`src/rtl/assert_macros.svh`:
```
// assertion helpers used by the top-level mapper
`ifndef ASSERT_MACROS_SVH
`define ASSERT_MACROS_SVH

// property must hold at every rising clock edge out of reset
`define NSFM_ASSERT(label, prop, msg) \
	label: assert property (@(posedge clk) disable iff (!arst_n) prop) \
		else $error(msg);

// condition must never be seen at a rising clock edge out of reset
`define NSFM_NEVER(label, cond, msg) \
	label: assert property (@(posedge clk) disable iff (!arst_n) !(cond)) \
		else $error(msg);

`endif

```
`src/rtl/nsfm_queue.sv`:
```
module nsfm_queue #(
	parameter int W = 8,
	parameter int DEPTH = 4,
	localparam int AW = $clog2(DEPTH)
) (
	input  logic         clk,
	input  logic         arst_n,
	input  logic         push,
	input  logic [W-1:0] din,
	input  logic         pop,
	output logic [W-1:0] head,
	output logic         full,
	output logic         empty
);

	logic [W-1:0]  mem_q [DEPTH];
	logic [AW-1:0] wr_q, rd_q;
	logic [AW:0]   cnt_q;
	logic          do_push, do_pop;

	assign full    = (cnt_q == (AW+1)'(DEPTH));
	assign empty   = (cnt_q == '0);
	assign do_push = push & ~full;
	assign do_pop  = pop & ~empty;
	assign head    = mem_q[rd_q];

	always_ff @(posedge clk or negedge arst_n) begin
		if (!arst_n) begin
			wr_q  <= '0;
			rd_q  <= '0;
			cnt_q <= '0;
		end else begin
			if (do_push) begin
				wr_q <= (wr_q == AW'(DEPTH - 1)) ? '0 : wr_q + AW'(1);
			end
			if (do_pop) begin
				rd_q <= (rd_q == AW'(DEPTH - 1)) ? '0 : rd_q + AW'(1);
			end
			cnt_q <= cnt_q + (AW+1)'(do_push) - (AW+1)'(do_pop);
		end
	end

	always_ff @(posedge clk) begin
		if (do_push) begin
			mem_q[wr_q] <= din;
		end
	end

endmodule

```
`config.mk`:
```
export PLATFORM = sky130hd
export DESIGN_NAME = nsfm_queue
export DESIGN_NICKNAME = d
export VERILOG_FILES = /design/src/rtl/assert_macros.svh /design/src/rtl/nsfm_queue.sv
export SDC_FILE = /design/constraint.sdc
export NUM_CORES = 1
export LEC_CHECK = 0
export ABC_AREA = 0
export BUFFER_PORTS_ARGS = -buffer_cell sky130_fd_sc_hd__buf_2
export CORE_MARGIN = 8
export CORE_UTILIZATION = 55
export DETAILED_ROUTE_END_ITERATION = 6
export GPL_TIMING_DRIVEN = 0
export PLACE_DENSITY = 0.8
export SYNTH_ARGS = -nofsm -noshare
export SYNTH_HDL_FRONTEND = slang
export SYNTH_SLANG_ARGS = --single-unit
```
`constraint.sdc`:
```
create_clock -name clk -period 2.3 [get_ports clk]
set_clock_uncertainty 0.05 [all_clocks]
set_input_delay 0.46 -clock clk [delete_from_list [all_inputs] [get_ports clk]]
set_output_delay 0.46 -clock clk [all_outputs]
set_load 0.03 [all_outputs]
```
# Yosys cells after proc, flatten, opt, wreduce, memory -nomap -nowiden
# Memory sizes are Yosys's and may differ from the RTL's.
# Cells that the tools add are included.
# totals
ff_bits,7
ramBits,32
input_bits,12
output_inout_bits,10
word_cells,20
memories,1
# classes
n_addsub,4
eq_ne,3
n_mux,4
bitwise,4
reduce_logical,1
# memory_table
name,words,width,read_ports,rd_clocked_by_memory_dff,write_ports,line,rtl
mem_q,4,8,1,0,1,nsfm_queue.sv:16,logic [W-1:0] mem_q [DEPTH];
# op_table
op,count
adder 2 x 1 -> 2 bit (second input constant),2
equality test 2 bit (second input constant),2
two-way mux 2 bit,2
adder 3 x 1 -> 3 bit,1
equality test 3 bit (second input constant),1
logical NOT 3 bit,1
subtractor 3 x 1 -> 3 bit,1
AND 1 bit,2
two-way mux 1 bit,2
NOT 1 bit,2

# Longest topological paths before layout
# logic_depth
depth_word,5
depth_mapped,9
mapped_depth_nobuf,9

# Worst setup path before layout
# Ideal clock, no wire load.
# synth_path
path_kind,register to register
start,reg cnt_q[1]
end,reg cnt_q[2]
t_arrival_ns,2.585
required_ns,2.127
path_slack_ns,-0.457
stages_incl_launch_ff,10
synth_period_minus_slack_ns,2.757
path_cell_list,dfrtp_1 nor3_1 nand2b_4 inv_1 ha_1 inv_1 ha_1 fa_1 xnor2_1 xnor2_1
# synth_between
elab_cells_between_ends,8
# synth_rtl
element,line,rtl
from (decl),nsfm_queue.sv:18,logic [AW:0] cnt_q;
from (signal assigned),nsfm_queue.sv:39,cnt_q <= cnt_q + (AW+1)'(do_push) - (AW+1)'(do_pop);
logical NOT 3 bit,nsfm_queue.sv:22,assign empty = (cnt_q == '0);
net empty,nsfm_queue.sv:13,output logic empty
NOT 1 bit,nsfm_queue.sv:24,assign do_pop = pop & ~empty;
AND 1 bit,nsfm_queue.sv:24,
net do_pop,nsfm_queue.sv:19,"logic do_push, do_pop;"
subtractor 3 x 1 -> 3 bit,nsfm_queue.sv:39,
# The timed path passes the listed nets, and every way through them passes these cells.
# A chain may end at the register's enable or synchronous reset.

# Worst setup path in the final report
# layout_path
start,reg cnt_q[2]
end,reg cnt_q[2]
# layout_between
elab_chain_len,5
elab_cells_between_ends,8
# layout_lines
element,line,rtl
equality test 3 bit,nsfm_queue.sv:21,assign full = (cnt_q == (AW+1)'(DEPTH));
NOT 1 bit,nsfm_queue.sv:23,assign do_push = push & ~full;
AND 1 bit,nsfm_queue.sv:23,
adder 3 x 1 -> 3 bit,nsfm_queue.sv:39,
subtractor 3 x 1 -> 3 bit *,nsfm_queue.sv:39,
# Mark *: on every way between the ends. The rest lies on a longest branch, timed or not.

==> impl_results.md <==
- Status: finished, final reports clean
- Residual DRC: 0
- Lkg Pwr: roughly 0.72 nW
- RSZ-0062 raised after global routing: false
- Slew of the pin with the lowest slew margin: 0.468 ns
- Clock tree buffer depth: 2
- Hold Crit Start: din[1]
- Fin crit share: 95.2%
- Fill count: between 200 and 250
- Cell Area, Synth: between 1500 and 2000 µm²
- Core box area: roughly 2800 µm²
- Register-to-Register Path Depth: 9
- Final ANT Viol Nets: 0
- Worst r2r src: cnt_q[2]
- Area taken by multi-input logic gates: roughly 460 µm²
- Reg-to-Reg End: cnt_q[2]
- Area after DPL: ~1800 µm²
- WL per Instance: between 15 and 20 µm
- Total CTS buffers: 5
- Drt first pass iters: 4
- CTS tree: built
- Clk pin slew, worst setup/hold paths: between 0.1 and 0.15 ns
- Core Rows: 19
- Final hold vios: 0
- Final core utilization: around 67%
- Worst hold slack: between 0.2 and 0.3 ns
- Worst setup SP type: register
- Yosys warns: 0
- Worst Path Max Fanout: 4
- Synth top area share: 60.0%
- Max rail drop VDD: 0.832 mV
- Largest net degree at the start of global routing: 12
- Initial Util: roughly 58%
- Antenna diode count: 0
- Routed wire length: 2.50 mm
- Max-cap viol count: 0
- Final worst slack: approximately 0.11 ns
- Clk sinks: 39
- DR vias/cell: between 5 and 6
- Arr. time, crit path: 2.37 ns
- CTS root buf: clkbuf_4
- Dpl cells: 133
- Power Dens Cells: about 1300 nW/µm²
- GRT overflow: 0
- Dpl ws: between 0.02 and 0.025 ns
- Area grow syn2layout: 15.0%
- Nets: 131
- Share of post-route cells with drive strength above 1: 42.0%
- Antenna violations before repair: 0
- Number of port buffers: 21
- Synthesis-stage register bit count: 39
- GPL Wtd Cong: around 0.73
- Setup TNS: 0 ns
- Worst path required time: roughly 2.5 ns
- Layout Cells excl Fill: 143
- Library cells used by synthesis: 19
- Synth top area cells: edfxtp_1 (60%), mux4_2 (11%), dfrtp_1 (11%), ha_1 (5.5%), inv_1 (1.6%)
- CP Class: register to register
- Avg Inst Size Synth: between 15 and 20 µm²
- Worst R2R Setup Slack: approximately 0.11 ns
- Final instance area: around 1800 µm²
- Chip Width: between 60 and 70 µm
- Syn nets: just over 100
- Max Slew Vio Count: 0
- FF+latch area: between 1000 and 1500 µm²
- Worst Hold Path EP: mem_q[2][1]
- Die Y: between 60 and 70 µm
- Hold depth: 1
- Max-slew headroom: between 60% and 70%
- Initial DRC Count: 42
- Post-synth top area cell: edfxtp_1
- First-pass GRT wire length: between 4 and 5 mm
- H-tree level count: 2
- Worst hold path type: input pin to register
- Vias in the first global route: 870
- # IOs: 22
- Skew-Pair Late Insertion Delay: 0.33 ns
- Full die area: between 4000 and 5000 µm²
- Gr usage total: 11.6%
- CP endpoint kind: register
- Synthesized netlist cell count: 81
- Final setup fails: 0
- Tot Pwr: between 2 and 2.5 mW
- HPWL Detailed: approximately 1.8 mm
- Post-layout minimum cycle time: around 2.2 ns
- Via count: between 700 and 800
- Seq/Total Area, Yosys: 70.9%
- F_max: about 460 MHz
## cell families after synthesis
family | synth area share, %
AO/OA/AOI/OAI | 0.391
AND/OR/NAND/NOR | 5.15
flip-flops | 70.9
adder cells (fa/ha/maj) | 6.71
multiplexers | 13.6
XOR/XNOR | 1.09
buffers and inverters | 2.19
## Yosys cell counts
master and count:
edfxtp_1 32, nor3b_4 1, ha_1 7, nor3_1 1
nand2_1 1, inv_1 7, mux2_2 2, o22ai_1 1
xnor2_1 2, mux2_4 1, and2_1 4, mux4_2 8
nor2b_2 1, fa_1 1, clkbuf_1 1, buf_2 1
nand2b_4 1, nor2_1 2, dfrtp_1 7
## final cells by class
type / instances / share of cell area, %
repair buffers: 23 / 6.65
clock inverters: 1 / 0.272
inverters: 7 / 1.43
well taps: 31 / 2.10
clock buffers: 7 / 2.44
multi-input cells: 33 / 24.7
plain buffers: 2 / 0.679
flip-flops and latches: 39 / 61.7
## where the power goes
group / switching, mW / internal (mW) / total [mW]
registers: 0.103 / 0.957 / 1.06
clock network: 0.204 / 0.119 / 0.324
logic: 0.568 / 0.433 / 1.00
total: 0.875 / 1.51 / 2.38
## flip-flops by register name, summed over array words and instances, names as in the netlist
register and count:
cnt_q 3, rd_q 2, mem_q 32, wr_q 2
## layer usage
layer / GRT usage (%) / part of all wire, % / vias up
li1: - / - / 366
met1: 13.0 / 41 / 375
met2: 18.0 / 50 / 23
met3: 5.37 / 6.4 / 7
met4: 6.25 / 2.8 / 0
met5: 0 / 0 / -
## critical path, stage by stage (launching register included)
cell and delay, ns:
dfrtp_2 0.46, nor3b_4 0.18, nor2b_4 0.16, inv_1 0.06, ha_1 0.27, inv_1 0.04
ha_1 0.18, fa_1 0.41, xnor2_2 0.15, xnor2_1 0.12
## timing repair
action	4_1_cts	5_1_grt
buffers inserted	0	1
setup endpoints to repair	1	9
hold buffers	1	0
hold endpoints to repair	7	0
resized for setup	1	5
## worst max-delay path by stage
stage | startpoint | endpoint | cells after the start
3_3_place_gp | cnt_q[2] | cnt_q[2] | 9
3_5_place_dp | cnt_q[2] | cnt_q[2] | 9
5_1_grt | rd_q[0] | head[5] | 3
4_1_cts | rd_q[0] | head[6] | 3
6_report | cnt_q[2] | cnt_q[2] | 9
2_1_floorplan | cnt_q[0] | cnt_q[2] | 9
## placed cells by master, fill, tap and decap left out, drive strengths merged, types with 2 or more instances in the layout
| master | Yosys | final |
|---|---|---|
| mux2 | 3 | 3 |
| inv | 7 | 7 |
| mux4 | 8 | 8 |
| nor2 | 2 | 2 |
| edfxtp | 32 | 32 |
| and2 | 4 | 4 |
| xnor2 | 2 | 2 |
| dfrtp | 7 | 7 |
| buf | 1 | 22 |
| ha | 7 | 7 |
| clkbuf | 1 | 9 |
No activity file was read; power rests on OpenSTA's default activity.
