==> src/rtl/assert_macros.svh <==
// assertion helpers used by the top-level mapper
`ifndef ASSERT_MACROS_SVH
`define ASSERT_MACROS_SVH

// property must hold at every rising clock edge out of reset
`define NSFM_ASSERT(label, prop, msg) \
	label: assert property (@(posedge clk) disable iff (!arst_n) prop) \
		else $error(msg);

// condition must never be seen at a rising clock edge out of reset
`define NSFM_NEVER(label, cond, msg) \
	label: assert property (@(posedge clk) disable iff (!arst_n) !(cond)) \
		else $error(msg);

`endif

==> src/rtl/nsfm_pkg.sv <==
package nsfm_pkg;

	localparam int CFG_W     = 16;
	localparam int DIM_REG_W = 11;
	localparam int COORD_W   = 10;
	localparam int INDEX_W   = 20;
	localparam int COLOR_W   = 16;

	localparam logic [DIM_REG_W-1:0] RST_SRC_WIDTH  = 11'd320;
	localparam logic [DIM_REG_W-1:0] RST_SRC_HEIGHT = 11'd240;
	localparam logic [DIM_REG_W-1:0] RST_DST_WIDTH  = 11'd320;
	localparam logic [DIM_REG_W-1:0] RST_DST_HEIGHT = 11'd240;

	typedef enum logic [2:0] {
		REG_SRC_WIDTH  = 3'd0,
		REG_SRC_HEIGHT = 3'd1,
		REG_DST_WIDTH  = 3'd2,
		REG_DST_HEIGHT = 3'd3,
		REG_FIT_MODE   = 3'd4,
		REG_BG_COLOR   = 3'd5
	} nsfm_reg_t;

	typedef struct packed {
		logic [COORD_W-1:0] dst_x;
		logic [COORD_W-1:0] dst_y;
	} nsfm_req_t;

	typedef struct packed {
		logic               in_frame;
		logic               use_background;
		logic [COORD_W-1:0] src_col;
		logic [COORD_W-1:0] src_row;
		logic [INDEX_W-1:0] src_index;
		logic [INDEX_W-1:0] dst_index;
		logic [COLOR_W-1:0] fill_color;
	} nsfm_rsp_t;

	// per-pixel flags that ride along with the division lanes
	typedef struct packed {
		logic               in_frame;
		logic               use_background;
		logic [INDEX_W-1:0] dst_index;
	} nsfm_side_t;

	// status of the geometry setup
	typedef struct packed {
		logic ready;
		logic bg_en;
	} nsfm_mode_t;

endpackage

==> src/rtl/nsfm_front.sv <==
module nsfm_front #(
	parameter int MAX_DIM = 1024,
	localparam int DW = $clog2(MAX_DIM + 1),
	localparam int NW = 3 * DW,
	localparam int SIDE_W = $bits(nsfm_pkg::nsfm_side_t),
	localparam int QW = SIDE_W + 2 * NW
) (
	input  logic                  clk,
	input  logic                  arst_n,
	input  nsfm_pkg::nsfm_req_t   req,
	input  logic                  req_valid,
	output logic                  req_ready,
	input  nsfm_pkg::nsfm_mode_t  mode,
	input  logic [DW-1:0]         dw,
	input  logic [DW-1:0]         dh,
	input  logic [DW-1:0]         csub,
	input  logic [DW-1:0]         rsub,
	input  logic [DW-1:0]         hix,
	input  logic [DW-1:0]         hiy,
	input  logic [2*DW-1:0]       cadd,
	input  logic [2*DW-1:0]       radd,
	input  logic [DW-1:0]         cmul,
	input  logic [DW-1:0]         rmul,
	output logic [QW-1:0]         push_data,
	output logic                  push,
	input  logic                  full
);

	localparam int AW = 2 * DW + 1;
	localparam int PW = AW + DW;

	logic                          adv;
	logic                          inf_c, bg_c;
	logic                          v_s1, v_s2;
	logic [nsfm_pkg::COORD_W-1:0]  x_s1, y_s1;
	logic                          inf_s1, bg_s1;
	logic [AW-1:0]                 acol_s1, arow_s1;
	nsfm_pkg::nsfm_side_t          side_s2;
	logic [NW-1:0]                 cnum_s2, rnum_s2;
	logic [PW-1:0]                 cprod, rprod;
	logic [31:0]                   didx;

	// pipeline moves unless the last stage is stuck on a full queue
	assign adv       = ~(v_s2 & full);
	assign req_ready = adv & mode.ready;
	assign push      = v_s2 & ~full;

	assign inf_c = (32'(req.dst_x) < 32'(dw)) && (32'(req.dst_y) < 32'(dh));
	assign bg_c  = mode.bg_en && ((32'(req.dst_x) < 32'(csub)) ||
		(32'(req.dst_x) >= 32'(hix)) || (32'(req.dst_y) < 32'(rsub)) ||
		(32'(req.dst_y) >= 32'(hiy)));

	assign cprod = PW'(acol_s1) * PW'(cmul);
	assign rprod = PW'(arow_s1) * PW'(rmul);
	assign didx  = 32'(y_s1) * 32'(dw) + 32'(x_s1);

	always_ff @(posedge clk or negedge arst_n) begin
		if (!arst_n) begin
			v_s1 <= 1'b0;
			v_s2 <= 1'b0;
		end else if (adv) begin
			v_s1 <= req_valid & req_ready;
			v_s2 <= v_s1;
		end
	end

	always_ff @(posedge clk) begin
		if (adv) begin
			x_s1    <= req.dst_x;
			y_s1    <= req.dst_y;
			inf_s1  <= inf_c;
			bg_s1   <= inf_c & bg_c;
			acol_s1 <= AW'(req.dst_x) + AW'(cadd) - AW'(csub);
			arow_s1 <= AW'(req.dst_y) + AW'(radd) - AW'(rsub);

			side_s2.in_frame       <= inf_s1;
			side_s2.use_background <= bg_s1;
			side_s2.dst_index      <= inf_s1 ? didx[nsfm_pkg::INDEX_W-1:0] : '0;
			cnum_s2 <= cprod[NW-1:0];
			rnum_s2 <= rprod[NW-1:0];
		end
	end

	assign push_data = {side_s2, cnum_s2, rnum_s2};

endmodule

==> config.mk <==
export PLATFORM = sky130hd
export DESIGN_NAME = nsfm_front
export DESIGN_NICKNAME = d
export VERILOG_FILES = /design/src/rtl/assert_macros.svh /design/src/rtl/nsfm_pkg.sv /design/src/rtl/nsfm_front.sv
export SDC_FILE = /design/constraint.sdc
export NUM_CORES = 2
export LEC_CHECK = 0
export BUFFER_PORTS_ARGS = -buffer_cell sky130_fd_sc_hd__buf_2
export CORE_MARGIN = 1
export CORE_UTILIZATION = 30
export CTS_BUF_LIST = sky130_fd_sc_hd__clkbuf_2 sky130_fd_sc_hd__clkbuf_4 sky130_fd_sc_hd__clkbuf_8
export DETAILED_ROUTE_END_ITERATION = 12
export PLACE_DENSITY = 0.43
export SKIP_CTS_REPAIR_TIMING = 1
export SYNTH_ARGS = -nofsm -noshare
export SYNTH_HDL_FRONTEND = slang
export SYNTH_SLANG_ARGS = --single-unit
==> constraint.sdc <==
create_clock -name clk -period 13.1 [get_ports clk]
set_clock_uncertainty 0.15 [all_clocks]
set_input_delay 0.655 -clock clk [delete_from_list [all_inputs] [get_ports clk]]
set_output_delay 0.655 -clock clk [all_outputs]
set_load 0.02 [all_outputs]
# Word-level counts from Yosys, hierarchy flattened
# Cells that the tools add are included.
[word_totals]
out_inout_bits = 90
reg_bits = 158
in_bits = 158
[op_classes]
magnitude_cmp = 6
n_bitwise = 7
addsub = 5
multipliers = 3
reduce_logical = 5
[ops]
columns = ["cell", "count"]
rows = [
  ["multiplier 23 x 11 -> 33 bit", 2],
  ["adder 10 x 22 -> 23 bit", 2],
  ["subtractor 23 x 11 -> 23 bit", 2],
  ["< comparator 10 x 11 -> 1 bit", 4],
  ["greater-or-equal comparator 10 x 11 -> 1 bit", 2],
  ["adder 20 x 10 -> 20 bit", 1],
  ["multiplier 10 x 11 -> 20 bit", 1],
  ["AND 1 bit", 5],
  ["logical OR 1 bit", 3],
  ["logical AND 1 bit", 2],
  ["inverter 1 bit", 2],
]

# Depth between registers and ports, before layout
[depth]
depth_word = 6
depth_mapped = 22
mapped_depth_nobuf = 21

# Worst setup path before layout
# Ideal clock, no wire load.
[synth_timing]
path_type = "in2reg"
startpoint = "input port rmul[2]"
endpoint = "register rnum_s2[31], data pin"
arrival_ns = 5.527
path_slack_ns = 7.165
setup_ns = 0.258
required_ns = 12.692
path_stages = 18
path_cell_list = "clkbuf_1 nand2_1 fa_1 fa_1 inv_1 fa_1 fa_1 fa_1 ha_1 a21o_1 a21o_1 a21oi_2 or3b_1 a311oi_2 o41ai_1 a211o_1 a31oi_1 xnor2_1"
[synth_between]
elab_chain_len = 1
[synth_lines]
columns = ["element", "line", "rtl"]
rows = [
  ["start: declaration", "nsfm_front.sv:23", "input logic [DW-1:0] rmul,"],
  ["multiplier 23 x 11 -> 33 bit", "nsfm_front.sv:54", "assign rprod = PW'(arow_s1) * PW'(rmul);"],
  ["named net rprod[31]", "nsfm_front.sv:40", "logic [PW-1:0] cprod, rprod;"],
  ["end signal: assignment", "nsfm_front.sv:80", "rnum_s2 <= rprod[NW-1:0];"],
  ["end: declaration", "nsfm_front.sv:39", "logic [NW-1:0] cnum_s2, rnum_s2;"],
]
# The timed path passes the listed nets, and every way through them passes these cells.
# A chain may end at the register's enable or synchronous reset.

# Final worst setup path
[layout_timing]
startpoint = "register arow_s1[4]"
endpoint = "register rnum_s2[29], data pin"
[layout_between]
elab_chain_len = 1
[layout_lines]
columns = ["element", "line", "rtl"]
rows = [
  ["start: declaration", "nsfm_front.sv:37", "logic [AW-1:0] acol_s1, arow_s1;"],
  ["start signal: assignment", "nsfm_front.sv:74", "arow_s1 <= AW'(req.dst_y) + AW'(radd) - AW'(rsub);"],
  ["multiplier 23 x 11 -> 33 bit", "nsfm_front.sv:54", ""],
  ["named net rprod[29]", "nsfm_front.sv:40", ""],
]
# The timed path passes the listed nets, and every way through them passes these cells.

==> flow_summary.yaml <==
clocking:
  cts-buffers-inserted: 17
  worstSkewPairLatency_ps: 600
  clock_path_buffers: 2
  clk_pin_slew_ps: 100
  cts_root_buf: "clkbuf_8"
  cts.sinks: 158
  cts_tree: "yes"
  h-tree-depth: 4
worst_setup_path:
  worstPathRequired_ps: 13300
  critPathMaxFanout: 11
  cp.arrival_ps: 6970
  end_kind: "flip-flop"
  critPathKind: "flip-flop to flip-flop"
  cp-start-kind: "flip-flop"
synthesis:
  ys_ff_latch: 158
  synthCells: 3003
  synth_fp_nets: 3933
  syn_area_um2: 28200
  synth.avg_cell_area_um2: 9.40
  synth_edf_count: 156
  async_flop_share: 0.0127
  yosysWarnings: 0
  seq_area_frac_synth: 0.168
  synth_ff_type: "edfxtp_1"
  ys_types: 63
die:
  die_area_um2: 95300
  ioPinCount: 248
  die_h_um: 309
  core-area_um2: 93200
  start_util: 0.303
  rows: 112
  fp.dieW_um: 309
placed_design:
  dp_hpwl_mm: 61.6
  gp_congestion: 0.782
  place_area_um2: 30600
  port_buffers: 247
detailed_routing:
  drt_wl_total_mm: 75.3
  drtAntennaViolNets: 0
  routed-via-count: 19900
  via_per_inst: 4.49
  drc_errors: 0
  wire_per_inst_um: 17.0
  drt_iter0_drc: 877
  drt_first_pass_iters: 5
timing:
  slew_headroom: 0.304
  slew_violations: 0
  post-route-period-util: 0.517
  hold_viol_final: 0
  max_freq_mhz: 148
  worst_slew_pin_slew_ps: 1040
  final.setup.tns_ps: 0
  grt_setup_unrepaired: "false"
  layout_min_cycle_time_ps: 6770
  finalSetupViolCount: 0
  worst_hold_slack_ps: 122
final_layout:
  drive_above_1_share: 0.0924
  seq_area_um2: 4730
  design_area_um2: 31000
  fin_nets: 4087
  multi_input_area_um2: 20700
  synthToLayoutAreaGrowth_pct: 9.96
  fillers: 9776
hold_path:
  hold_path_class: "input port to flip-flop"
global_route:
  grt_max_degree: 60
  grt_pass1_vias: 21100
  antenna_found_initial: 10
  grt.overflow.total: 0
  grt_pass1_wl_mm: 121
  track_usage: 0.166
job:
  cap_violations: 0
outcome:
  outcome: "finished clean"
==> path summary, 6_finish.rpt <==
| path | startpoint | end | slack [ps] | cells past startpoint |
|---|---|---|---|---|
| worst max-delay path | arow_s1[4]$_DFFE_PN_ | rnum_s2[29]$_DFFE_PN_ | 6330 | 20 |
| worst min-delay path | req[0] | y_s1[0]$_DFFE_PN_ | 120 | 1 |
| worst max register to register | arow_s1[4]$_DFFE_PN_ | rnum_s2[29]$_DFFE_PN_ | 6330 | 20 |
| worst min register to register | bg_s1$_DFFE_PN_ | push_data[86]$_DFFE_PN_ | 280 | 0 |
| max in group asynchronous | arst_n | v_s2$_DFFE_PN0N_ | 12510 | 2 |
| min in group asynchronous | arst_n | v_s1$_DFFE_PN0N_ | 200 | 2 |
==> cells in the mapped netlist, types with 3 or more instances <==
cell | instances | area [um^2]
a211o_1 | 6 | 52.6
a211oi_1 | 13 | 97.6
a21o_1 | 56 | 420
a21oi_1 | 96 | 480
a221oi_1 | 3 | 26.3
a311oi_1 | 3 | 26.3
a31o_2 | 5 | 43.8
a31oi_1 | 14 | 87.6
and2_1 | 270 | 1690
and3_1 | 9 | 56.3
and4_1 | 5 | 43.8
clkbuf_1 | 115 | 432
edfxtp_1 | 156 | 4680
fa_1 | 473 | 9470
ha_1 | 299 | 3740
inv_1 | 639 | 2400
nand2_1 | 407 | 1530
nand2b_1 | 18 | 113
nand3_1 | 19 | 95.1
nand3b_1 | 3 | 22.5
nand4_1 | 5 | 31.3
nor2_1 | 64 | 240
nor2b_1 | 24 | 150
nor3_1 | 20 | 100
nor3b_1 | 3 | 22.5
nor4_1 | 3 | 18.8
o2111ai_1 | 6 | 52.6
o211ai_1 | 3 | 22.5
o21a_1 | 19 | 143
o21ai_0 | 58 | 290
o21ai_1 | 9 | 45.0
o21bai_1 | 13 | 97.6
o31a_1 | 4 | 35.0
o31ai_1 | 7 | 52.6
o41ai_1 | 4 | 35.0
or3_1 | 6 | 37.5
xnor2_1 | 82 | 718
xor2_1 | 31 | 272
==> placed cells by master, fill, tap and decap left out, types with 17 or more instances in the layout <==
| master | n |
|---|---|
| ha_1 | 299 |
| o21ai_0 | 58 |
| xor2_1 | 31 |
| nor2b_1 | 24 |
| fa_1 | 473 |
| edfxtp_1 | 156 |
| nand2b_1 | 18 |
| nand3_1 | 19 |
| o21a_1 | 19 |
| nor2_1 | 64 |
| a21o_1 | 56 |
| and2_1 | 270 |
| nand2_1 | 406 |
| xnor2_1 | 82 |
| clkbuf_8 | 17 |
| nor3_1 | 20 |
| inv_1 | 639 |
| a21oi_1 | 96 |
| buf_2 | 247 |
==> final cells by class <==
class | count | share of cell area
Multi-Input combinational cell | 2091 | 0.666
Clock inverter | 15 | 0.00488
Clock buffer | 17 | 0.00754
Tap cell | 1254 | 0.0506
Timing Repair Buffer | 250 | 0.0407
Inverter | 639 | 0.0773
Antenna cell | 8 | 0.000645
Sequential cell | 158 | 0.153
==> routing by layer <==
| layer | global-route usage | up-vias | wire length (um) |
|---|---|---|---|
| li1 | - | 9627 | - |
| met1 | 0.225 | 9920 | 35400 |
| met2 | 0.273 | 290 | 35300 |
| met3 | 0.0318 | 57 | 3260 |
| met4 | 0.0396 | 8 | 1210 |
| met5 | 0 | - | 45 |
==> state kept, by name (all words and copies together), names as in the netlist <==
register / count
cnum_s2: 33
rnum_s2: 33
acol_s1: 23
arow_s1: 23
push_data: 22
x_s1: 10
y_s1: 10
bg_s1: 1
inf_s1: 1
v_s1: 1
v_s2: 1
==> cell families after synthesis <==
family,after synthesis,synth area share
simple gates,863,0.149
fa+ha+maj,772,0.468
buf+inv,754,0.100
compound gates,343,0.0796
flops,158,0.168
xor+xnor,113,0.0351
==> worst max-delay path, cell delays in order (launching register included) <==
cell	delay [ps]
edfxtp_1	610
and2_1	280
fa_1	510
inv_1	60
fa_1	520
inv_1	50
fa_1	450
fa_1	490
inv_1	50
fa_1	470
inv_1	40
ha_1	330
o21ai_0	180
o21bai_1	130
a21oi_1	210
nand2_1	170
a311oi_1	920
o21bai_1	280
a211o_1	350
a21oi_1	170
xnor2_1	80
==> stage by stage <==
step           utilization  instances  setup WS, ps
2_1_floorplan            -       3003          7170
3_3_place_gp         0.328       4391          6000
3_5_place_dp         0.328       4391          5950
4_1_cts              0.333       4423          6300
5_1_grt              0.333       4427          5970
6_report             0.333       4432          6330
Power is not shown: default switching activity piles up to over one toggle a cycle in this logic, so the estimate is an artifact.
