--- src/rtl/assert_macros.svh ---
// assertion helpers used by the top-level mapper
`ifndef ASSERT_MACROS_SVH
`define ASSERT_MACROS_SVH

// property must hold at every rising clock edge out of reset
`define NSFM_ASSERT(label, prop, msg) \
	label: assert property (@(posedge clk) disable iff (!arst_n) prop) \
		else $error(msg);

// condition must never be seen at a rising clock edge out of reset
`define NSFM_NEVER(label, cond, msg) \
	label: assert property (@(posedge clk) disable iff (!arst_n) !(cond)) \
		else $error(msg);

`endif

--- src/rtl/nsfm_pkg.sv ---
package nsfm_pkg;

	localparam int CFG_W     = 16;
	localparam int DIM_REG_W = 11;
	localparam int COORD_W   = 10;
	localparam int INDEX_W   = 20;
	localparam int COLOR_W   = 16;

	localparam logic [DIM_REG_W-1:0] RST_SRC_WIDTH  = 11'd320;
	localparam logic [DIM_REG_W-1:0] RST_SRC_HEIGHT = 11'd240;
	localparam logic [DIM_REG_W-1:0] RST_DST_WIDTH  = 11'd320;
	localparam logic [DIM_REG_W-1:0] RST_DST_HEIGHT = 11'd240;

	typedef enum logic [2:0] {
		REG_SRC_WIDTH  = 3'd0,
		REG_SRC_HEIGHT = 3'd1,
		REG_DST_WIDTH  = 3'd2,
		REG_DST_HEIGHT = 3'd3,
		REG_FIT_MODE   = 3'd4,
		REG_BG_COLOR   = 3'd5
	} nsfm_reg_t;

	typedef struct packed {
		logic [COORD_W-1:0] dst_x;
		logic [COORD_W-1:0] dst_y;
	} nsfm_req_t;

	typedef struct packed {
		logic               in_frame;
		logic               use_background;
		logic [COORD_W-1:0] src_col;
		logic [COORD_W-1:0] src_row;
		logic [INDEX_W-1:0] src_index;
		logic [INDEX_W-1:0] dst_index;
		logic [COLOR_W-1:0] fill_color;
	} nsfm_rsp_t;

	// per-pixel flags that ride along with the division lanes
	typedef struct packed {
		logic               in_frame;
		logic               use_background;
		logic [INDEX_W-1:0] dst_index;
	} nsfm_side_t;

	// status of the geometry setup
	typedef struct packed {
		logic ready;
		logic bg_en;
	} nsfm_mode_t;

endpackage

--- src/rtl/nsfm_back.sv ---
module nsfm_back #(
	parameter int MAX_DIM = 1024,
	localparam int DW = $clog2(MAX_DIM + 1),
	localparam int NW = 3 * DW,
	localparam int SIDE_W = $bits(nsfm_pkg::nsfm_side_t),
	localparam int QW = SIDE_W + 2 * NW
) (
	input  logic                          clk,
	input  logic                          arst_n,
	input  logic [QW-1:0]                 head,
	input  logic                          empty,
	output logic                          pop,
	input  logic [DW-1:0]                 cdiv,
	input  logic [DW-1:0]                 rdiv,
	input  logic [DW-1:0]                 sw,
	input  logic [DW-1:0]                 sh,
	input  logic [nsfm_pkg::COLOR_W-1:0]  color,
	output nsfm_pkg::nsfm_rsp_t           rsp,
	output logic                          rsp_valid,
	input  logic                          rsp_ready
);

	logic                  adv;
	nsfm_pkg::nsfm_side_t  side_h;
	logic [NW-1:0]         cnum_h, rnum_h;

	logic [DW:0]           vld_s;
	nsfm_pkg::nsfm_side_t  side_s [0:DW];
	logic [NW-1:0]         crem_s [0:DW];
	logic [NW-1:0]         rrem_s [0:DW];
	logic [DW-1:0]         cq_s   [0:DW];
	logic [DW-1:0]         rq_s   [0:DW];
	logic [DW:0]           cov_s, rov_s;

	logic [NW-1:0]         crem_n [1:DW];
	logic [NW-1:0]         rrem_n [1:DW];
	logic [DW-1:0]         cq_n   [1:DW];
	logic [DW-1:0]         rq_n   [1:DW];

	logic                  vld_cl;
	nsfm_pkg::nsfm_side_t  side_cl;
	logic [DW-1:0]         col_cl, row_cl;
	logic                  rsp_valid_q;
	nsfm_pkg::nsfm_rsp_t   rsp_q;
	logic                  src_ok;
	logic [31:0]           sidx;

	assign adv    = ~rsp_valid_q | rsp_ready;
	assign pop    = adv & ~empty;
	assign side_h = head[QW-1 -: SIDE_W];
	assign cnum_h = head[2*NW-1:NW];
	assign rnum_h = head[NW-1:0];

	// one quotient bit per stage, msb first
	always_comb begin
		for (int i = 1; i <= DW; i++) begin
			if (crem_s[i-1] >= (NW'(cdiv) << (DW - i))) begin
				crem_n[i] = crem_s[i-1] - (NW'(cdiv) << (DW - i));
				cq_n[i]   = cq_s[i-1] | (DW'(1) << (DW - i));
			end else begin
				crem_n[i] = crem_s[i-1];
				cq_n[i]   = cq_s[i-1];
			end
			if (rrem_s[i-1] >= (NW'(rdiv) << (DW - i))) begin
				rrem_n[i] = rrem_s[i-1] - (NW'(rdiv) << (DW - i));
				rq_n[i]   = rq_s[i-1] | (DW'(1) << (DW - i));
			end else begin
				rrem_n[i] = rrem_s[i-1];
				rq_n[i]   = rq_s[i-1];
			end
		end
	end

	assign src_ok = side_cl.in_frame & ~side_cl.use_background;
	assign sidx   = 32'(row_cl) * 32'(sw) + 32'(col_cl);

	always_ff @(posedge clk or negedge arst_n) begin
		if (!arst_n) begin
			vld_s       <= '0;
			vld_cl      <= 1'b0;
			rsp_valid_q <= 1'b0;
		end else if (adv) begin
			vld_s       <= {vld_s[DW-1:0], pop};
			vld_cl      <= vld_s[DW];
			rsp_valid_q <= vld_cl;
		end
	end

	always_ff @(posedge clk) begin
		if (adv) begin
			side_s[0] <= side_h;
			crem_s[0] <= cnum_h;
			rrem_s[0] <= rnum_h;
			cq_s[0]   <= '0;
			rq_s[0]   <= '0;
			// quotient too wide for the lanes is past any edge anyway
			cov_s[0]  <= cnum_h >= (NW'(cdiv) << DW);
			rov_s[0]  <= rnum_h >= (NW'(rdiv) << DW);
			for (int i = 1; i <= DW; i++) begin
				side_s[i] <= side_s[i-1];
				crem_s[i] <= crem_n[i];
				rrem_s[i] <= rrem_n[i];
				cq_s[i]   <= cq_n[i];
				rq_s[i]   <= rq_n[i];
				cov_s[i]  <= cov_s[i-1];
				rov_s[i]  <= rov_s[i-1];
			end

			side_cl <= side_s[DW];
			col_cl  <= (cov_s[DW] || cq_s[DW] >= sw) ? sw - DW'(1) : cq_s[DW];
			row_cl  <= (rov_s[DW] || rq_s[DW] >= sh) ? sh - DW'(1) : rq_s[DW];

			rsp_q.in_frame       <= side_cl.in_frame;
			rsp_q.use_background <= side_cl.use_background;
			rsp_q.src_col        <= src_ok ? nsfm_pkg::COORD_W'(col_cl) : '0;
			rsp_q.src_row        <= src_ok ? nsfm_pkg::COORD_W'(row_cl) : '0;
			rsp_q.src_index      <= src_ok ? sidx[nsfm_pkg::INDEX_W-1:0] : '0;
			rsp_q.dst_index      <= side_cl.dst_index;
			rsp_q.fill_color     <= side_cl.use_background ? color : '0;
		end
	end

	assign rsp       = rsp_q;
	assign rsp_valid = rsp_valid_q;

endmodule

--- config.mk ---
export PLATFORM = sky130hd
export DESIGN_NAME = nsfm_back
export DESIGN_NICKNAME = d
export VERILOG_FILES = /design/src/rtl/assert_macros.svh /design/src/rtl/nsfm_pkg.sv /design/src/rtl/nsfm_back.sv
export SDC_FILE = /design/constraint.sdc
export NUM_CORES = 2
export LEC_CHECK = 0
export ABC_AREA = 1
export BUFFER_PORTS_ARGS = -buffer_cell sky130_fd_sc_hd__buf_2
export CORE_ASPECT_RATIO = 1.4
export CORE_UTILIZATION = 40
export CTS_BUF_LIST = sky130_fd_sc_hd__clkbuf_16
export DETAILED_ROUTE_END_ITERATION = 8
export SLEW_MARGIN = 0
export SYNTH_ARGS = -nofsm -noshare
export SYNTH_HDL_FRONTEND = slang
export SYNTH_SLANG_ARGS = --single-unit
--- constraint.sdc ---
create_clock -name clk -period 34.7 [get_ports clk]
set_input_delay 3.47 -clock clk [delete_from_list [all_inputs] [get_ports clk]]
set_output_delay 3.47 -clock clk [all_outputs]
set_load 0.005 [all_outputs]
Word level (Yosys, flattened, before mapping):

Memory sizes are Yosys's and may differ from the RTL's. A register that Yosys moved wholly into a read port is not among the register bits.
Index checks and enable logic that the tools add are counted.
W data, S select, Z words.

* register bits after elaboration: 138
* bits in writable memories: 1320
* input bits: 152
* output and inout bits: 80
* word-level logic and storage cells: 127
* memories kept: 5

* add/sub/neg operators: 25
* multiply operators: 1
* order comparisons: 26
* mux-type cells: 48
* bitwise logic cells: 6
* reductions and logical operators: 2

Memory list
* crem_s: depth 12, width 33, read ports 11, clocked after Yosys merged registers in 0, wr ports 12, line nsfm_back.sv:29 `logic [NW-1:0] crem_s [0:DW];`
* rrem_s: depth 12, width 33, read ports 11, clocked after Yosys merged registers in 0, wr ports 12, line nsfm_back.sv:30 `logic [NW-1:0] rrem_s [0:DW];`
* side_s: depth 12, width 22, read ports 12, clocked after Yosys merged registers in 1, wr ports 12, line nsfm_back.sv:28 `nsfm_pkg::nsfm_side_t side_s [0:DW];`
* cq_s: depth 12, width 11, read ports 12, clocked after Yosys merged registers in 0, wr ports 12, line nsfm_back.sv:31 `logic [DW-1:0] cq_s [0:DW];`
* rq_s: depth 12, width 11, read ports 12, clocked after Yosys merged registers in 0, wr ports 12, line nsfm_back.sv:32 `logic [DW-1:0] rq_s [0:DW];`

Operator list (number)
* $mux W33: 22
* $ge A33 B11 Y1: 2
* $ge A33 B12 Y1: 2
* $ge A33 B13 Y1: 2
* $ge A33 B14 Y1: 2
* $ge A33 B15 Y1: 2
* $ge A33 B16 Y1: 2
* $ge A33 B17 Y1: 2
* $ge A33 B18 Y1: 2
* $ge A33 B19 Y1: 2
* $ge A33 B20 Y1: 2
* $ge A33 B21 Y1: 2
* $ge A33 B22 Y1: 2
* $sub A33 B11 Y33: 2
* $sub A33 B12 Y33: 2
* $sub A33 B13 Y33: 2
* $sub A33 B14 Y33: 2
* $sub A33 B15 Y33: 2
* $sub A33 B16 Y33: 2
* $sub A33 B17 Y33: 2
* $sub A33 B18 Y33: 2
* $sub A33 B19 Y33: 2
* $sub A33 B20 Y33: 2
* $sub A33 B21 Y33: 2
* 19 further kinds: 40

Longest topological paths before layout:

* depth in word-level cells: 4
* depth in mapped cells: 22
* gate-level depth less buffers: 21

Worst setup path after synthesis:

Ideal clock, no wire load.

* path type: in2reg
* start point: input port rsp_ready
* end point: register col_cl[0] (enable)
* library setup time: 2.124 ns
* arrival time: 37.790 ns
* data required time: 32.576 ns
* setup slack: -5.215 ns
* cell stages on the path: 3
* buffers on the path: 1
* path through: nor2_1 -> inv_1 -> buf_1

* cells in the longest elaborated chain, start to end: 1

RTL lines
* start, declared: line nsfm_back.sv:20 `input logic rsp_ready`
* $or A1 B1 Y1: line nsfm_back.sv:48 `assign adv = ~rsp_valid_q | rsp_ready;`
* end signal, assigned: line nsfm_back.sv:110 `col_cl <= (cov_s[DW] || cq_s[DW] >= sw) ? sw - DW'(1) : cq_s[DW];`
* end, declared: line nsfm_back.sv:42 `logic [DW-1:0] col_cl, row_cl;`

No other way between the ends.
A chain may end at the register's enable or synchronous reset.

Worst setup path in the final report:

* start point: input port rsp_ready
* end point: output port pop

* cells in the longest elaborated chain, start to end: 2

RTL lines
* $or A1 B1 Y1: line nsfm_back.sv:48
* $and A1 B1 Y1: line nsfm_back.sv:49 `assign pop = adv & ~empty;`
* end, declared: line nsfm_back.sv:12 `output logic pop,`

No other way between the ends.

==> flow_summary_export.csv <==
group,metric,value,unit
placed_design,place_hpwl,173000,µm
die,die_h,529,µm
placed_design,dp_slack,26.34,ns
die,fp.coreArea,197000,µm²
worst_setup_path,critPathMaxStageDelay,0.83,ns
timing,finalHoldViolations,0,
die,row_count,193,
synthesis,postSynthAreaPerCell,8.21,µm²
grt,grt_pass1_wl,341000,µm
clock_tree,clock_latency,0.81,ns
worst_setup_path,cp_slowest_cell,"nor2_1",
drt,via_count,62500,
synthesis,synth-seq-area-share,48.4,%
grt,antenna_found_initial,4,
synthesis,syn_nets,10300,
drt,via_per_inst,4.91,
grt,grt.busiest_layer,"met2",
clock_tree,postCtsHoldBufs,0,
synthesis,ys.flop_type,"edfxtp_1",
clock_tree,cts_made_buffers,145,
grt,gr-usage-met1,21.3,%
worst_setup_path,cp_num_buf_inv,2,
run_status,outcome,"finished with violations",
finish,area_delta_synth_final,10.9,%
clock_tree,post_cts_resized,0,
timing,fmax,122,MHz
synthesis,synth-seq-cells,1282,
clock_tree,cts.path.max_buffers,4,
grt,grt_pass1_vias,64200,
finish,design_area,88000,µm²
synthesis,yosysTopAreaCellShare,48.0,%
power_and_ir_drop,powerDensity,93.5,nW/µm²
grt,use_met3,2.56,%
die,die_area,200000,µm²
worst_setup_path,required,31.23,ns
synthesis,synth_warnings,0,
die,boundaryPins,232,
worst_setup_path,cp.arrival,4.70,ns
clock_tree,cts_setup_buffers,0,
worst_setup_path,path_class,"in2out",
timing,setup_viol,0,
drt,drt-total-wl,220000,µm
timing,clock_skew,0.0485,ns
clock_tree,cts.sinks,1282,
worst_hold_path,hold_path.class,"reg2reg",
timing,slew_viol_final,0,
timing,relSlewSlack,20.3,%
synthesis,ys_types,53,
grt,grt_overflow,0,
worst_setup_path,cp-end-kind,"output pin",
clock_tree,cts_root_buf,"clkbuf_16",
worst_setup_path,cpLargestDelayFamily,"simple AND/OR/NAND/NOR gates",
timing,worst-slew-pin-transition,1.18,ns
finish,final_util,44.6,%
placed_design,place.gp.congestion,0.935,
timing,rsz0062_at_grt,"no",
synthesis,synth_edf_count,1268,
timing,finalCritPeriodShare,23.5,%
worst_setup_path,worstSetupStartpointType,"input pin",
drt,route.detailed.drc,2,
synthesis,synthArstFlopShare,1.09,%
placed_design,port_buffers,231,
finish,nNetsFinal,10600,
run_status,violations,"DRC",
grt,track_usage,21.9,%
drt,first_pass_iters,8,
synthesis,synth.most_common_cell,"nand2_1",
synthesis,ys_top_cells_by_count,"3332 x nand2_1, 1627 x inv_1, 1268 x edfxtp_1, 994 x nor2_1, 602 x nand3_1",
job,max_cap_viol_count,0,
grt,grt_max_degree,181,
timing,fin_ws,26.53,ns
worst_setup_path,cp_cell_sequence,"buf_2 > nor2_1 > nor2_1 > buf_2",
grt,globalRouteMet2Util,42.7,%
clock_tree,cts_tree,"built",
placed_design,dpl_cell_area,83400,µm²
timing,period_needed,8.17,ns
clock_tree,clk_pin_slew,0.06,ns
worst_setup_path,cp_max_fo,14,
synthesis,synthesis.area,79300,µm²
power_and_ir_drop,ir_drop,83.5,µV
power_and_ir_drop,p_leak,40.2,nW
clock_tree,h-tree-depth,4,
timing,setup_tns,0,ns
drt,drtAntennaViolNets,0,
synthesis,synth_cells,9669,
die,start_util,40.2,%
drt,initialDrtViolationCount,3053,
die,die_width,378,µm
synthesis,synthTopCellsByArea,"edfxtp_1 48%, nand2_1 16%, inv_1 7.7%",
synthesis,synth_top_cell_by_area,"edfxtp_1",
drt,wire_per_inst,17.3,µm
finish,drive_above_1_share,6.73,%
[layout by cell type, fill, tap and decap left out, types with 14 or more instances in the layout]
cell type   synthesis  final
o21ai_1            31     31
inv_1            1627   1641
inv_2              21     21
buf_2              11    231
nand2_1          3332   3332
nor2_1            994    993
a21oi_1           284    284
a21oi_2            49     49
o21ai_0            96     96
edfxtp_1         1268   1268
and2_1             22     22
xor2_1            130    130
dfrtp_1            14     14
clkinv_1            1     18
fa_1              110    110
nand4_1           199    199
nor3_1             89     89
bufinv_16           0     15
xnor2_1            71     71
nand3_1           602    602
clkinvlp_4          0     21
buf_4              18     30
clkbuf_16           0    147
nor2_4             16     18
nor2_2             40     39
o21ai_2            15     15
nand3b_1          110    110
clkinv_2            0     15
nand2_2            21     21
nor4_1             15     15
ha_1              339    339
[cell families (layout without fill, tap and decap cells)]
group	after synthesis	after routing	synth area share [%]
adder cells (fa/ha/maj)	449	449	8.12
other	0	2	0
flip-flops	1282	1282	48.4
AO/OA/AOI/OAI	508	508	3.69
AND/OR/NAND/NOR	5478	5478	28.8
XOR/XNOR	201	201	2.22
buffers and inverters	1751	2158	8.71
[through the flow]
stage	std cells	hold slack (ns)	power, mW
after floorplan	9669	0.400	6.01
after global placement	12500	0.400	6.69
after detailed placement	12500	0.405	6.73
after CTS	12700	0.395	8.29
after global routing	12700	0.406	8.91
final	12700	0.392	8.22
[path summary, 6_finish.rpt]
check                      slack (ns)  cells past startpoint             to           from
max in group asynchronous       31.87                      1       vld_s[7]         arst_n
min in group asynchronous        2.57                      1      rsp_valid         arst_n
setup reg to reg                29.48                     18        rsp[55]      row_cl[3]
setup / recovery                26.53                      4            pop      rsp_ready
hold / removal                   0.39                      0  side_s[1][17]  side_s[0][17]
hold reg to reg                  0.39                      0  side_s[1][17]  side_s[0][17]
[state kept, by name (all words and copies together), names as in the netlist]
name       count
vld_s         12
rov_s         12
rrem_s       363
rsp           78
crem_s       363
row_cl        11
cov_s         12
rq_s          66
col_cl        11
side_cl       22
vld_cl         1
side_s       264
rsp_valid      1
cq_s          66
[cell type report]
class / instances / area [µm²]
clock inverter: 97 / 928
fill: 19500 / 109000
tap: 2632 / 3290
clock buffer: 147 / 3680
antenna: 2 / 5.00
multi-input combinational: 6636 / 34000
sequential: 1282 / 38400
inverter: 1651 / 6210
timing repair buffer: 263 / 1420
[layer usage]
layer	share of wire, %	vias up	wire length (µm)
met2	53	1402	117000
li1	-	31600	-
met1	36	28800	79200
met5	0.0077	-	17
met4	7.4	4	16400
met3	3.4	683	7420
[where the power goes]
| group | switching (mW) | total (mW) | internal (mW) |
|---|---|---|---|
| clock | 0.636 | 1.52 | 0.884 |
| sequential | 0.405 | 3.06 | 2.65 |
| combinational | 2.47 | 3.65 | 1.18 |
(Power assumes the default switching activity.)
