**src/rtl/assert_macros.svh**
```systemverilog
// assertion helpers used by the top-level mapper
`ifndef ASSERT_MACROS_SVH
`define ASSERT_MACROS_SVH

// property must hold at every rising clock edge out of reset
`define NSFM_ASSERT(label, prop, msg) \
	label: assert property (@(posedge clk) disable iff (!arst_n) prop) \
		else $error(msg);

// condition must never be seen at a rising clock edge out of reset
`define NSFM_NEVER(label, cond, msg) \
	label: assert property (@(posedge clk) disable iff (!arst_n) !(cond)) \
		else $error(msg);

`endif

```
**src/rtl/nsfm_pkg.sv**
```systemverilog
package nsfm_pkg;

	localparam int CFG_W     = 16;
	localparam int DIM_REG_W = 11;
	localparam int COORD_W   = 10;
	localparam int INDEX_W   = 20;
	localparam int COLOR_W   = 16;

	localparam logic [DIM_REG_W-1:0] RST_SRC_WIDTH  = 11'd320;
	localparam logic [DIM_REG_W-1:0] RST_SRC_HEIGHT = 11'd240;
	localparam logic [DIM_REG_W-1:0] RST_DST_WIDTH  = 11'd320;
	localparam logic [DIM_REG_W-1:0] RST_DST_HEIGHT = 11'd240;

	typedef enum logic [2:0] {
		REG_SRC_WIDTH  = 3'd0,
		REG_SRC_HEIGHT = 3'd1,
		REG_DST_WIDTH  = 3'd2,
		REG_DST_HEIGHT = 3'd3,
		REG_FIT_MODE   = 3'd4,
		REG_BG_COLOR   = 3'd5
	} nsfm_reg_t;

	typedef struct packed {
		logic [COORD_W-1:0] dst_x;
		logic [COORD_W-1:0] dst_y;
	} nsfm_req_t;

	typedef struct packed {
		logic               in_frame;
		logic               use_background;
		logic [COORD_W-1:0] src_col;
		logic [COORD_W-1:0] src_row;
		logic [INDEX_W-1:0] src_index;
		logic [INDEX_W-1:0] dst_index;
		logic [COLOR_W-1:0] fill_color;
	} nsfm_rsp_t;

	// per-pixel flags that ride along with the division lanes
	typedef struct packed {
		logic               in_frame;
		logic               use_background;
		logic [INDEX_W-1:0] dst_index;
	} nsfm_side_t;

	// status of the geometry setup
	typedef struct packed {
		logic ready;
		logic bg_en;
	} nsfm_mode_t;

endpackage

```
**src/rtl/nsfm_setup.sv**
```systemverilog
module nsfm_setup #(
	parameter int MAX_DIM = 1024,
	localparam int DW = $clog2(MAX_DIM + 1)
) (
	input  logic                          clk,
	input  logic                          arst_n,
	input  logic                          cfg_we,
	input  logic [2:0]                    cfg_index,
	input  logic [nsfm_pkg::CFG_W-1:0]    cfg_data,
	output nsfm_pkg::nsfm_mode_t          mode,
	output logic [DW-1:0]                 sw,
	output logic [DW-1:0]                 sh,
	output logic [DW-1:0]                 dw,
	output logic [DW-1:0]                 dh,
	output logic [nsfm_pkg::COLOR_W-1:0]  color,
	output logic [DW-1:0]                 csub,
	output logic [DW-1:0]                 rsub,
	output logic [DW-1:0]                 hix,
	output logic [DW-1:0]                 hiy,
	output logic [2*DW-1:0]               cadd,
	output logic [2*DW-1:0]               radd,
	output logic [DW-1:0]                 cmul,
	output logic [DW-1:0]                 rmul,
	output logic [DW-1:0]                 cdiv,
	output logic [DW-1:0]                 rdiv
);

	localparam int CNT_W = $clog2(2 * DW);

	typedef enum logic [2:0] {
		ST_PREP,
		ST_MUL,
		ST_DIV,
		ST_DRAW,
		ST_FIN,
		ST_RUN
	} state_t;

	state_t state_q;

	logic [nsfm_pkg::DIM_REG_W-1:0] src_w_q, src_h_q, dst_w_q, dst_h_q;
	logic                           fit_q;
	logic [nsfm_pkg::COLOR_W-1:0]   color_q;

	logic [DW-1:0]     sw_q, sh_q, dw_q, dh_q;
	logic              use_h_q;
	logic [2*DW-1:0]   num_q, quo_q;
	logic [DW-1:0]     den_q, rem_q;
	logic [CNT_W-1:0]  cnt_q;
	logic [DW-1:0]     drw_q, drh_q;
	logic [DW-1:0]     csub_q, rsub_q, hix_q, hiy_q, cmul_q, rmul_q, cdiv_q, rdiv_q;
	logic [2*DW-1:0]   cadd_q, radd_q;

	logic [2*DW-1:0] p1, p2;
	logic            use_h_c;
	logic [DW:0]     trial;
	logic            ge;
	logic [DW-1:0]   qn, ox, oy;
	logic            qz;

	function automatic logic [DW-1:0] eff(input logic [nsfm_pkg::DIM_REG_W-1:0] v);
		logic [DW-1:0] r;
		if (v == '0) begin
			r = DW'(1);
		end else if (32'(v) > MAX_DIM) begin
			r = DW'(MAX_DIM);
		end else begin
			r = DW'(v);
		end
		return r;
	endfunction

	assign p1      = (2*DW)'(dw_q) * (2*DW)'(sh_q);
	assign p2      = (2*DW)'(dh_q) * (2*DW)'(sw_q);
	// contain scales by the smaller ratio, cover by the larger
	assign use_h_c = fit_q ? (p1 > p2) : (p1 < p2);
	assign trial   = {rem_q, num_q[2*DW-1]};
	assign ge      = trial >= {1'b0, den_q};
	assign qn      = quo_q[DW-1:0];
	assign qz      = (quo_q == '0);
	assign ox      = (dw_q - drw_q) >> 1;
	assign oy      = (dh_q - drh_q) >> 1;

	always_ff @(posedge clk or negedge arst_n) begin
		if (!arst_n) begin
			state_q <= ST_PREP;
			src_w_q <= nsfm_pkg::RST_SRC_WIDTH;
			src_h_q <= nsfm_pkg::RST_SRC_HEIGHT;
			dst_w_q <= nsfm_pkg::RST_DST_WIDTH;
			dst_h_q <= nsfm_pkg::RST_DST_HEIGHT;
			fit_q   <= 1'b0;
			color_q <= '0;
			sw_q    <= '0;
			sh_q    <= '0;
			dw_q    <= '0;
			dh_q    <= '0;
			use_h_q <= 1'b0;
			num_q   <= '0;
			quo_q   <= '0;
			den_q   <= '0;
			rem_q   <= '0;
			cnt_q   <= '0;
			drw_q   <= '0;
			drh_q   <= '0;
			csub_q  <= '0;
			rsub_q  <= '0;
			hix_q   <= '0;
			hiy_q   <= '0;
			cadd_q  <= '0;
			radd_q  <= '0;
			cmul_q  <= '0;
			rmul_q  <= '0;
			cdiv_q  <= '0;
			rdiv_q  <= '0;
		end else if (cfg_we) begin
			case (nsfm_pkg::nsfm_reg_t'(cfg_index))
				nsfm_pkg::REG_SRC_WIDTH:  src_w_q <= cfg_data[nsfm_pkg::DIM_REG_W-1:0];
				nsfm_pkg::REG_SRC_HEIGHT: src_h_q <= cfg_data[nsfm_pkg::DIM_REG_W-1:0];
				nsfm_pkg::REG_DST_WIDTH:  dst_w_q <= cfg_data[nsfm_pkg::DIM_REG_W-1:0];
				nsfm_pkg::REG_DST_HEIGHT: dst_h_q <= cfg_data[nsfm_pkg::DIM_REG_W-1:0];
				nsfm_pkg::REG_FIT_MODE:   fit_q   <= cfg_data[0];
				nsfm_pkg::REG_BG_COLOR:   color_q <= cfg_data;
				default: ;
			endcase
			state_q <= ST_PREP;
		end else begin
			case (state_q)
				ST_PREP: begin
					sw_q    <= eff(src_w_q);
					sh_q    <= eff(src_h_q);
					dw_q    <= eff(dst_w_q);
					dh_q    <= eff(dst_h_q);
					state_q <= ST_MUL;
				end
				ST_MUL: begin
					use_h_q <= use_h_c;
					num_q   <= use_h_c ? p1 : p2;
					den_q   <= use_h_c ? sw_q : sh_q;
					rem_q   <= '0;
					quo_q   <= '0;
					cnt_q   <= CNT_W'(2 * DW - 1);
					state_q <= ST_DIV;
				end
				ST_DIV: begin
					rem_q <= ge ? DW'(trial - {1'b0, den_q}) : trial[DW-1:0];
					quo_q <= {quo_q[2*DW-2:0], ge};
					num_q <= num_q << 1;
					if (cnt_q == '0) begin
						state_q <= ST_DRAW;
					end else begin
						cnt_q <= cnt_q - CNT_W'(1);
					end
				end
				ST_DRAW: begin
					if (use_h_q) begin
						drw_q <= dw_q;
						drh_q <= qz ? DW'(1) : qn;
					end else begin
						drh_q <= dh_q;
						drw_q <= qz ? DW'(1) : qn;
					end
					state_q <= ST_FIN;
				end
				ST_FIN: begin
					if (!fit_q) begin
						csub_q <= ox;
						rsub_q <= oy;
						hix_q  <= ox + drw_q;
						hiy_q  <= oy + drh_q;
						cadd_q <= '0;
						radd_q <= '0;
						cmul_q <= sw_q;
						rmul_q <= sh_q;
						cdiv_q <= drw_q;
						rdiv_q <= drh_q;
					end else if (use_h_q) begin
						// crop top and bottom
						csub_q <= '0;
						rsub_q <= '0;
						hix_q  <= dw_q;
						hiy_q  <= dh_q;
						cadd_q <= '0;
						radd_q <= (quo_q - (2*DW)'(dh_q)) >> 1;
						cmul_q <= sw_q;
						rmul_q <= sw_q;
						cdiv_q <= dw_q;
						rdiv_q <= dw_q;
					end else begin
						// crop left and right
						csub_q <= '0;
						rsub_q <= '0;
						hix_q  <= dw_q;
						hiy_q  <= dh_q;
						cadd_q <= (quo_q - (2*DW)'(dw_q)) >> 1;
						radd_q <= '0;
						cmul_q <= sh_q;
						rmul_q <= sh_q;
						cdiv_q <= dh_q;
						rdiv_q <= dh_q;
					end
					state_q <= ST_RUN;
				end
				ST_RUN: state_q <= ST_RUN;
				default: state_q <= ST_PREP;
			endcase
		end
	end

	assign mode.ready = (state_q == ST_RUN);
	assign mode.bg_en = ~fit_q;
	assign sw    = sw_q;
	assign sh    = sh_q;
	assign dw    = dw_q;
	assign dh    = dh_q;
	assign color = color_q;
	assign csub  = csub_q;
	assign rsub  = rsub_q;
	assign hix   = hix_q;
	assign hiy   = hiy_q;
	assign cadd  = cadd_q;
	assign radd  = radd_q;
	assign cmul  = cmul_q;
	assign rmul  = rmul_q;
	assign cdiv  = cdiv_q;
	assign rdiv  = rdiv_q;

endmodule

```
**config.mk**
```make
export PLATFORM = sky130hd
export DESIGN_NAME = nsfm_setup
export DESIGN_NICKNAME = d
export VERILOG_FILES = /design/src/rtl/assert_macros.svh /design/src/rtl/nsfm_pkg.sv /design/src/rtl/nsfm_setup.sv
export SDC_FILE = /design/constraint.sdc
export NUM_CORES = 1
export LEC_CHECK = 0
export ABC_AREA = 1
export BUFFER_PORTS_ARGS = -buffer_cell sky130_fd_sc_hd__buf_2
export CORE_MARGIN = 4
export CORE_UTILIZATION = 40
export DETAILED_ROUTE_END_ITERATION = 16
export GPL_TIMING_DRIVEN = 0
export MAX_ROUTING_LAYER = met4
export SLEW_MARGIN = 20
export SYNTH_ARGS = -nofsm -noshare
export SYNTH_HDL_FRONTEND = slang
export SYNTH_SLANG_ARGS = --single-unit
```
**constraint.sdc**
```tcl
create_clock -name clk -period 13.3 [get_ports clk]
set_input_delay 2.66 -clock clk [delete_from_list [all_inputs] [get_ports clk]]
set_output_delay 2.66 -clock clk [all_outputs]
set_load 0.05 [all_outputs]
```
After elaboration in Yosys (flattened, before gate mapping)
Cells that the tools add are included.
Storage, ports and cells
  logic and storage cells: 119
  bits of input ports: 22
  output and inout port bits: 194
  register bits after elaboration: 334
Operators by class
  add/subtract/negate cells: 8
  mux-type cells: 37
  equality and inequality tests: 12
  reductions and logical operators: 22
  order comparisons: 7
  multiply operators: 2
  bitwise logic cells: 2
Operator list (number)
  $mux 11: 21
  $pmux 22 s2: 2
  $mux 21: 4
  $gt 11x11->1 const B: 4
  $logic_not 11->1: 4
  $mul 11x11->22: 2
  $sub 22x11->22: 2
  $sub 11x11->11: 3
  $add 10x11->11: 2
  $gt 22x22->1: 1
  $logic_not 22->1: 1
  $lt 22x22->1: 1
  $mux 22: 1
  $pmux 11 s2: 1
  $reduce_and 2->1: 11
  $mux 10: 2
  $pmux 3 s5: 1
  $eq 3x2->1 const B: 4
  $eq 3x3->1 const B: 4
  $ge 12x11->1: 1
  $pmux 5 s2: 1
  $eq 3x1->1 const B: 2
  $logic_not 3->1: 2
  $mux 3: 2
  other kinds (10): 11

Depth between registers and ports, before layout
  depth after elaboration: 5
  depth in mapped cells: 38

Worst setup path after synthesis
Ideal clock, no wire load.
  kind: register to register
  start point: register sh_q[2], in the netlist sh[2]
  end point: register den_q[3]
  path buffers: 2
  arrival: 6.094 ns
  path slack: 7.065 ns
  stages on the path, launching flop included: 33
  library setup time: 0.141 ns
  period minus slack after synthesis: 6.235 ns
  path through: dfrtp_1 -> clkbuf_1 -> nand2_1 -> fa_1 -> fa_1 -> fa_1 -> inv_1 -> fa_1 -> inv_1 -> fa_1 -> inv_1 -> ha_1 -> nand2_1 -> nor2_1 -> nand3_1 -> nand3b_1 -> nand2_1 -> nand2_1 -> nand2_1 -> nand2_1 -> inv_1 -> ha_1 -> nand2_2 -> inv_1 -> nand2_1 -> nand2_1 -> a21oi_2 -> nand3_2 -> nand2_4 -> nand2_8 -> buf_4 -> a21oi_1 -> a22oi_2
On the way
  cells in the longest elaborated chain, start to end: 4
RTL lines
  from (decl): line nsfm_setup.sv:45  | logic [DW-1:0] sw_q, sh_q, dw_q, dh_q;
  from (signal assigned): line nsfm_setup.sv:130  | sh_q <= eff(src_h_q);
  $mul 11x11->22 *: line nsfm_setup.sv:73  | assign p1 = (2*DW)'(dw_q) * (2*DW)'(sh_q);
  $lt 22x22->1 or $gt 22x22->1 (tied branches): line nsfm_setup.sv:76  | assign use_h_c = fit_q ? (p1 > p2) : (p1 < p2);
  $mux 1 *: line nsfm_setup.sv:76
  $mux 11 *: line nsfm_setup.sv:138  | den_q <= use_h_c ? sw_q : sh_q;
  to (signal assigned): line nsfm_setup.sv:138
  to (decl): line nsfm_setup.sv:48  | logic [DW-1:0] den_q, rem_q;
Mark *: on every way between the ends. The rest lies on a longest branch, timed or not.
A chain may end at the register's enable or synchronous reset.

Final worst setup path
  start point: register dh_q[0], in the netlist dh[0]
  end point: register num_q[11]
On the way
  cells in the longest elaborated chain, start to end: 5
RTL lines
  from (decl): line nsfm_setup.sv:45
  from (signal assigned): line nsfm_setup.sv:132  | dh_q <= eff(dst_h_q);
  $mul 11x11->22 *: line nsfm_setup.sv:74  | assign p2 = (2*DW)'(dh_q) * (2*DW)'(sw_q);
  $lt 22x22->1 or $gt 22x22->1 (tied branches): line nsfm_setup.sv:76
  $mux 1: line nsfm_setup.sv:76
  $mux 22 *: line nsfm_setup.sv:137  | num_q <= use_h_c ? p1 : p2;
  $pmux 22 s2 *: line nsfm_setup.sv:127  | case (state_q)
  to (signal assigned): line nsfm_setup.sv:137
  to (signal assigned): line nsfm_setup.sv:147  | num_q <= num_q << 1;
  to (decl): line nsfm_setup.sv:47  | logic [2*DW-1:0] num_q, quo_q;
Marks and branches as above.

==> flow_summary.yaml <==
run_status:
  status: "finished clean"
finish:
  finish.instance_area_um2: 30600
  area_growth_pct: 13.5
  drive_gt1_frac: 0.101
  fin_nets: 4170
  num-fill-cells: 6748
timing:
  fmax_mhz: 135
  skew_ns: 0.0259
  finalCritPeriodShare: 0.558
  worst_pin_slew_ns: 0.957
  min_period_ns: 7.43
  setup_viol: 0
  tns_ns: 0
  drv_slew: 0
  slew_headroom: 0.362
  hold_violations: 0
  rsz0062_at_grt: "false"
worst_hold_path:
  hold_class: "reg -> reg"
synthesis:
  synth-seq-cells: 330
  async_flop_share: 1.00
  netlist-cell-type-count: 60
  synthSimpleGateAreaFrac: 0.204
  yosys.area_share.adder: 0.223
  yosysSeqAreaShare: 0.307
  synthXorXnorAreaFrac: 0.0198
  yosysWarnings: 0
  synth_common_cells: "nand2_1, inv_1, dfrtp_1"
  synth.area.top_cells: "dfrtp_1, nand2_1, fa_1, ha_1, inv_1"
  post-synth-top-area-fraction: 0.295
  synth_area_um2: 26900
  synthCells: 3510
  avgSynthCellArea_um2: 7.68
  synthMuxAreaShare: 0.00209
  synth_compound_area_frac: 0.129
  synth_flop_cell: "dfrtp_1"
  synth_area_leader_cell: "dfrtp_1"
  synth_edf_count: 0
  yosysMostFrequentCell: "nand2_1"
  synth_top_family_by_area: "adder cells"
clock_network:
  cts-htree-levels: 2
  clock_latency_ns: 0.58
  cts-buffers-inserted: 39
  cts_sinks: 330
  postCtsHoldBufs: 0
  cts_setup_buffers: 0
  cts_resized: 0
  cts_root_buf: "clkbuf_16"
  cts_tree: "built"
  ctsLongestPathBuffers: 3
  clkTransAtPathRegs_ns: 0.06
place:
  globalplace.congestion: 0.963
  hpwl_um: 70700
  numPortBuffers: 210
  place_area_um2: 29200
pwr:
  p_total_mw: 8.64
  p_int_mw: 3.84
  pwr-share-clk: 0.133
  switching_power_mw: 4.80
  power.leakage_nw: 17.2
  max-vdd-ir-drop_v: 0.000174
  power.density_nw_per_um2: 282
  p_sw_frac: 0.556
  p_seq_frac: 0.208
  combinationalPowerShare: 0.658
setup_path:
  cp_data_required_time_ns: 13.75
  critPathKind: "reg -> reg"
  cp_slowest_cell: "clkbuf_1"
  end_kind: "register"
  crit_arrival_ns: 7.87
  slowest_delay_ns: 0.64
  critPathLaunchType: "register"
  worst_path_most_repeated_cell: "nand2_1"
  cp_max_fo: 10
floorplan:
  start_util: 0.407
  rows: 94
  die_w_um: 268
  core_area_um2: 66200
  io-pin-count: 216
  die_h_um: 268
  fp.dieArea_um2: 71600
drt:
  avgRoutedWirePerCell_um: 19.5
  first_iter_violations: 1910
  drt_pre_antenna_iters: 8
  drt.antenna.violating_nets: 0
  drt-total-wl_um: 90700
  vias: 24200
  drt-vias-per-instance: 5.19
  drc_errors: 0
run:
  drv_cap: 0
global_routing:
  grt-ovfl-total: 0
  antenna_found_initial: 3
  grt_max_degree: 93
  grt_pass1_wl_um: 139000
  grt_pass1_vias: 23300
  grt.total_usage: 0.259
## power by group through the flow
stage	combinational (mW)	sequential [mW]	clock [mW]
floorplan	3.49	2.31	0
global placement	5.59	1.80	0
detailed placement	5.61	1.80	0
CTS	5.65	1.79	1.16
global route	6.36	1.82	1.20
finish	5.69	1.80	1.15
## final cells by class
cell class	count	area (um2)	share of cell area
antenna	1	2.50	0.0000818
buffer	128	574	0.0188
clock buffer	53	1160	0.0379
clock inverter	17	214	0.00700
inverter	671	2530	0.0826
multi-input combinational	2384	15600	0.510
sequential	330	8270	0.270
tap	864	1080	0.0353
timing repair buffer	214	1170	0.0383
## cells in the final DEF, fill, tap and decap left out, types with 41 or more instances in the layout
master	count
a21oi_1	195
buf_2	233
clkbuf_1	87
dfrtp_1	318
fa_1	167
ha_1	213
inv_1	661
nand2_1	941
nand3_1	107
nor2_1	178
o21ai_0	226
xor2_1	41
## through the flow
step / instances / hold slack, ns / setup slack, ns / utilization
after floorplan: 3513 / 0.446 / 7.07 / -
after global placement: 4587 / 0.461 / 2.96 / 0.439
after detailed placement: 4591 / 0.461 / 6.03 / 0.441
after CTS: 4661 / 0.479 / 5.95 / 0.462
after global routing: 4662 / 0.497 / 5.45 / 0.462
final: 4662 / 0.475 / 5.87 / 0.462
## sequential cells by signal (all words and copies together) (netlist names), 16 cells and up
register and count:
quo_q 22, num_q 22, radd 21, color 16
cadd 21
## critical path: cells and delay by family (launching register included)
kind            cells  cell delay, ns
simple gates       15            1.99
compound gates      2            0.30
fa+ha+maj           7            3.01
buf+inv             7            1.54
flops               1            0.41
## routing by layer
layer	global-route usage	routed length (um)	up-vias
met5	-	0	-
met4	0.0824	3300	0
met3	0.0359	6120	158
met2	0.394	40400	820
met1	0.361	40900	11600
li1	-	-	11600
## path summary, 6_finish.rpt
| kind | from | end | slack, ns | cells past startpoint |
|---|---|---|---|---|
| min | cadd[8] | cadd[8] | 0.47 | 2 |
| max | dh[0] | num_q[11] | 5.87 | 31 |
| max in group asynchronous | arst_n | den_q[5] | 10.23 | 3 |
| min in group asynchronous | arst_n | radd[15] | 1.90 | 1 |
| max reg2reg | dh[0] | num_q[11] | 5.87 | 31 |
| min reg2reg | cadd[8] | cadd[8] | 0.47 | 2 |
## logic make-up after synthesis
kind of cell    count (synthesis)
compound gates                603
xor+xnor                       61
fa+ha+maj                     380
buf+inv                       799
flops                         330
mux                             5
other cells                     1
simple gates                 1331
Note: power is estimated with default switching activity, not from simulation.
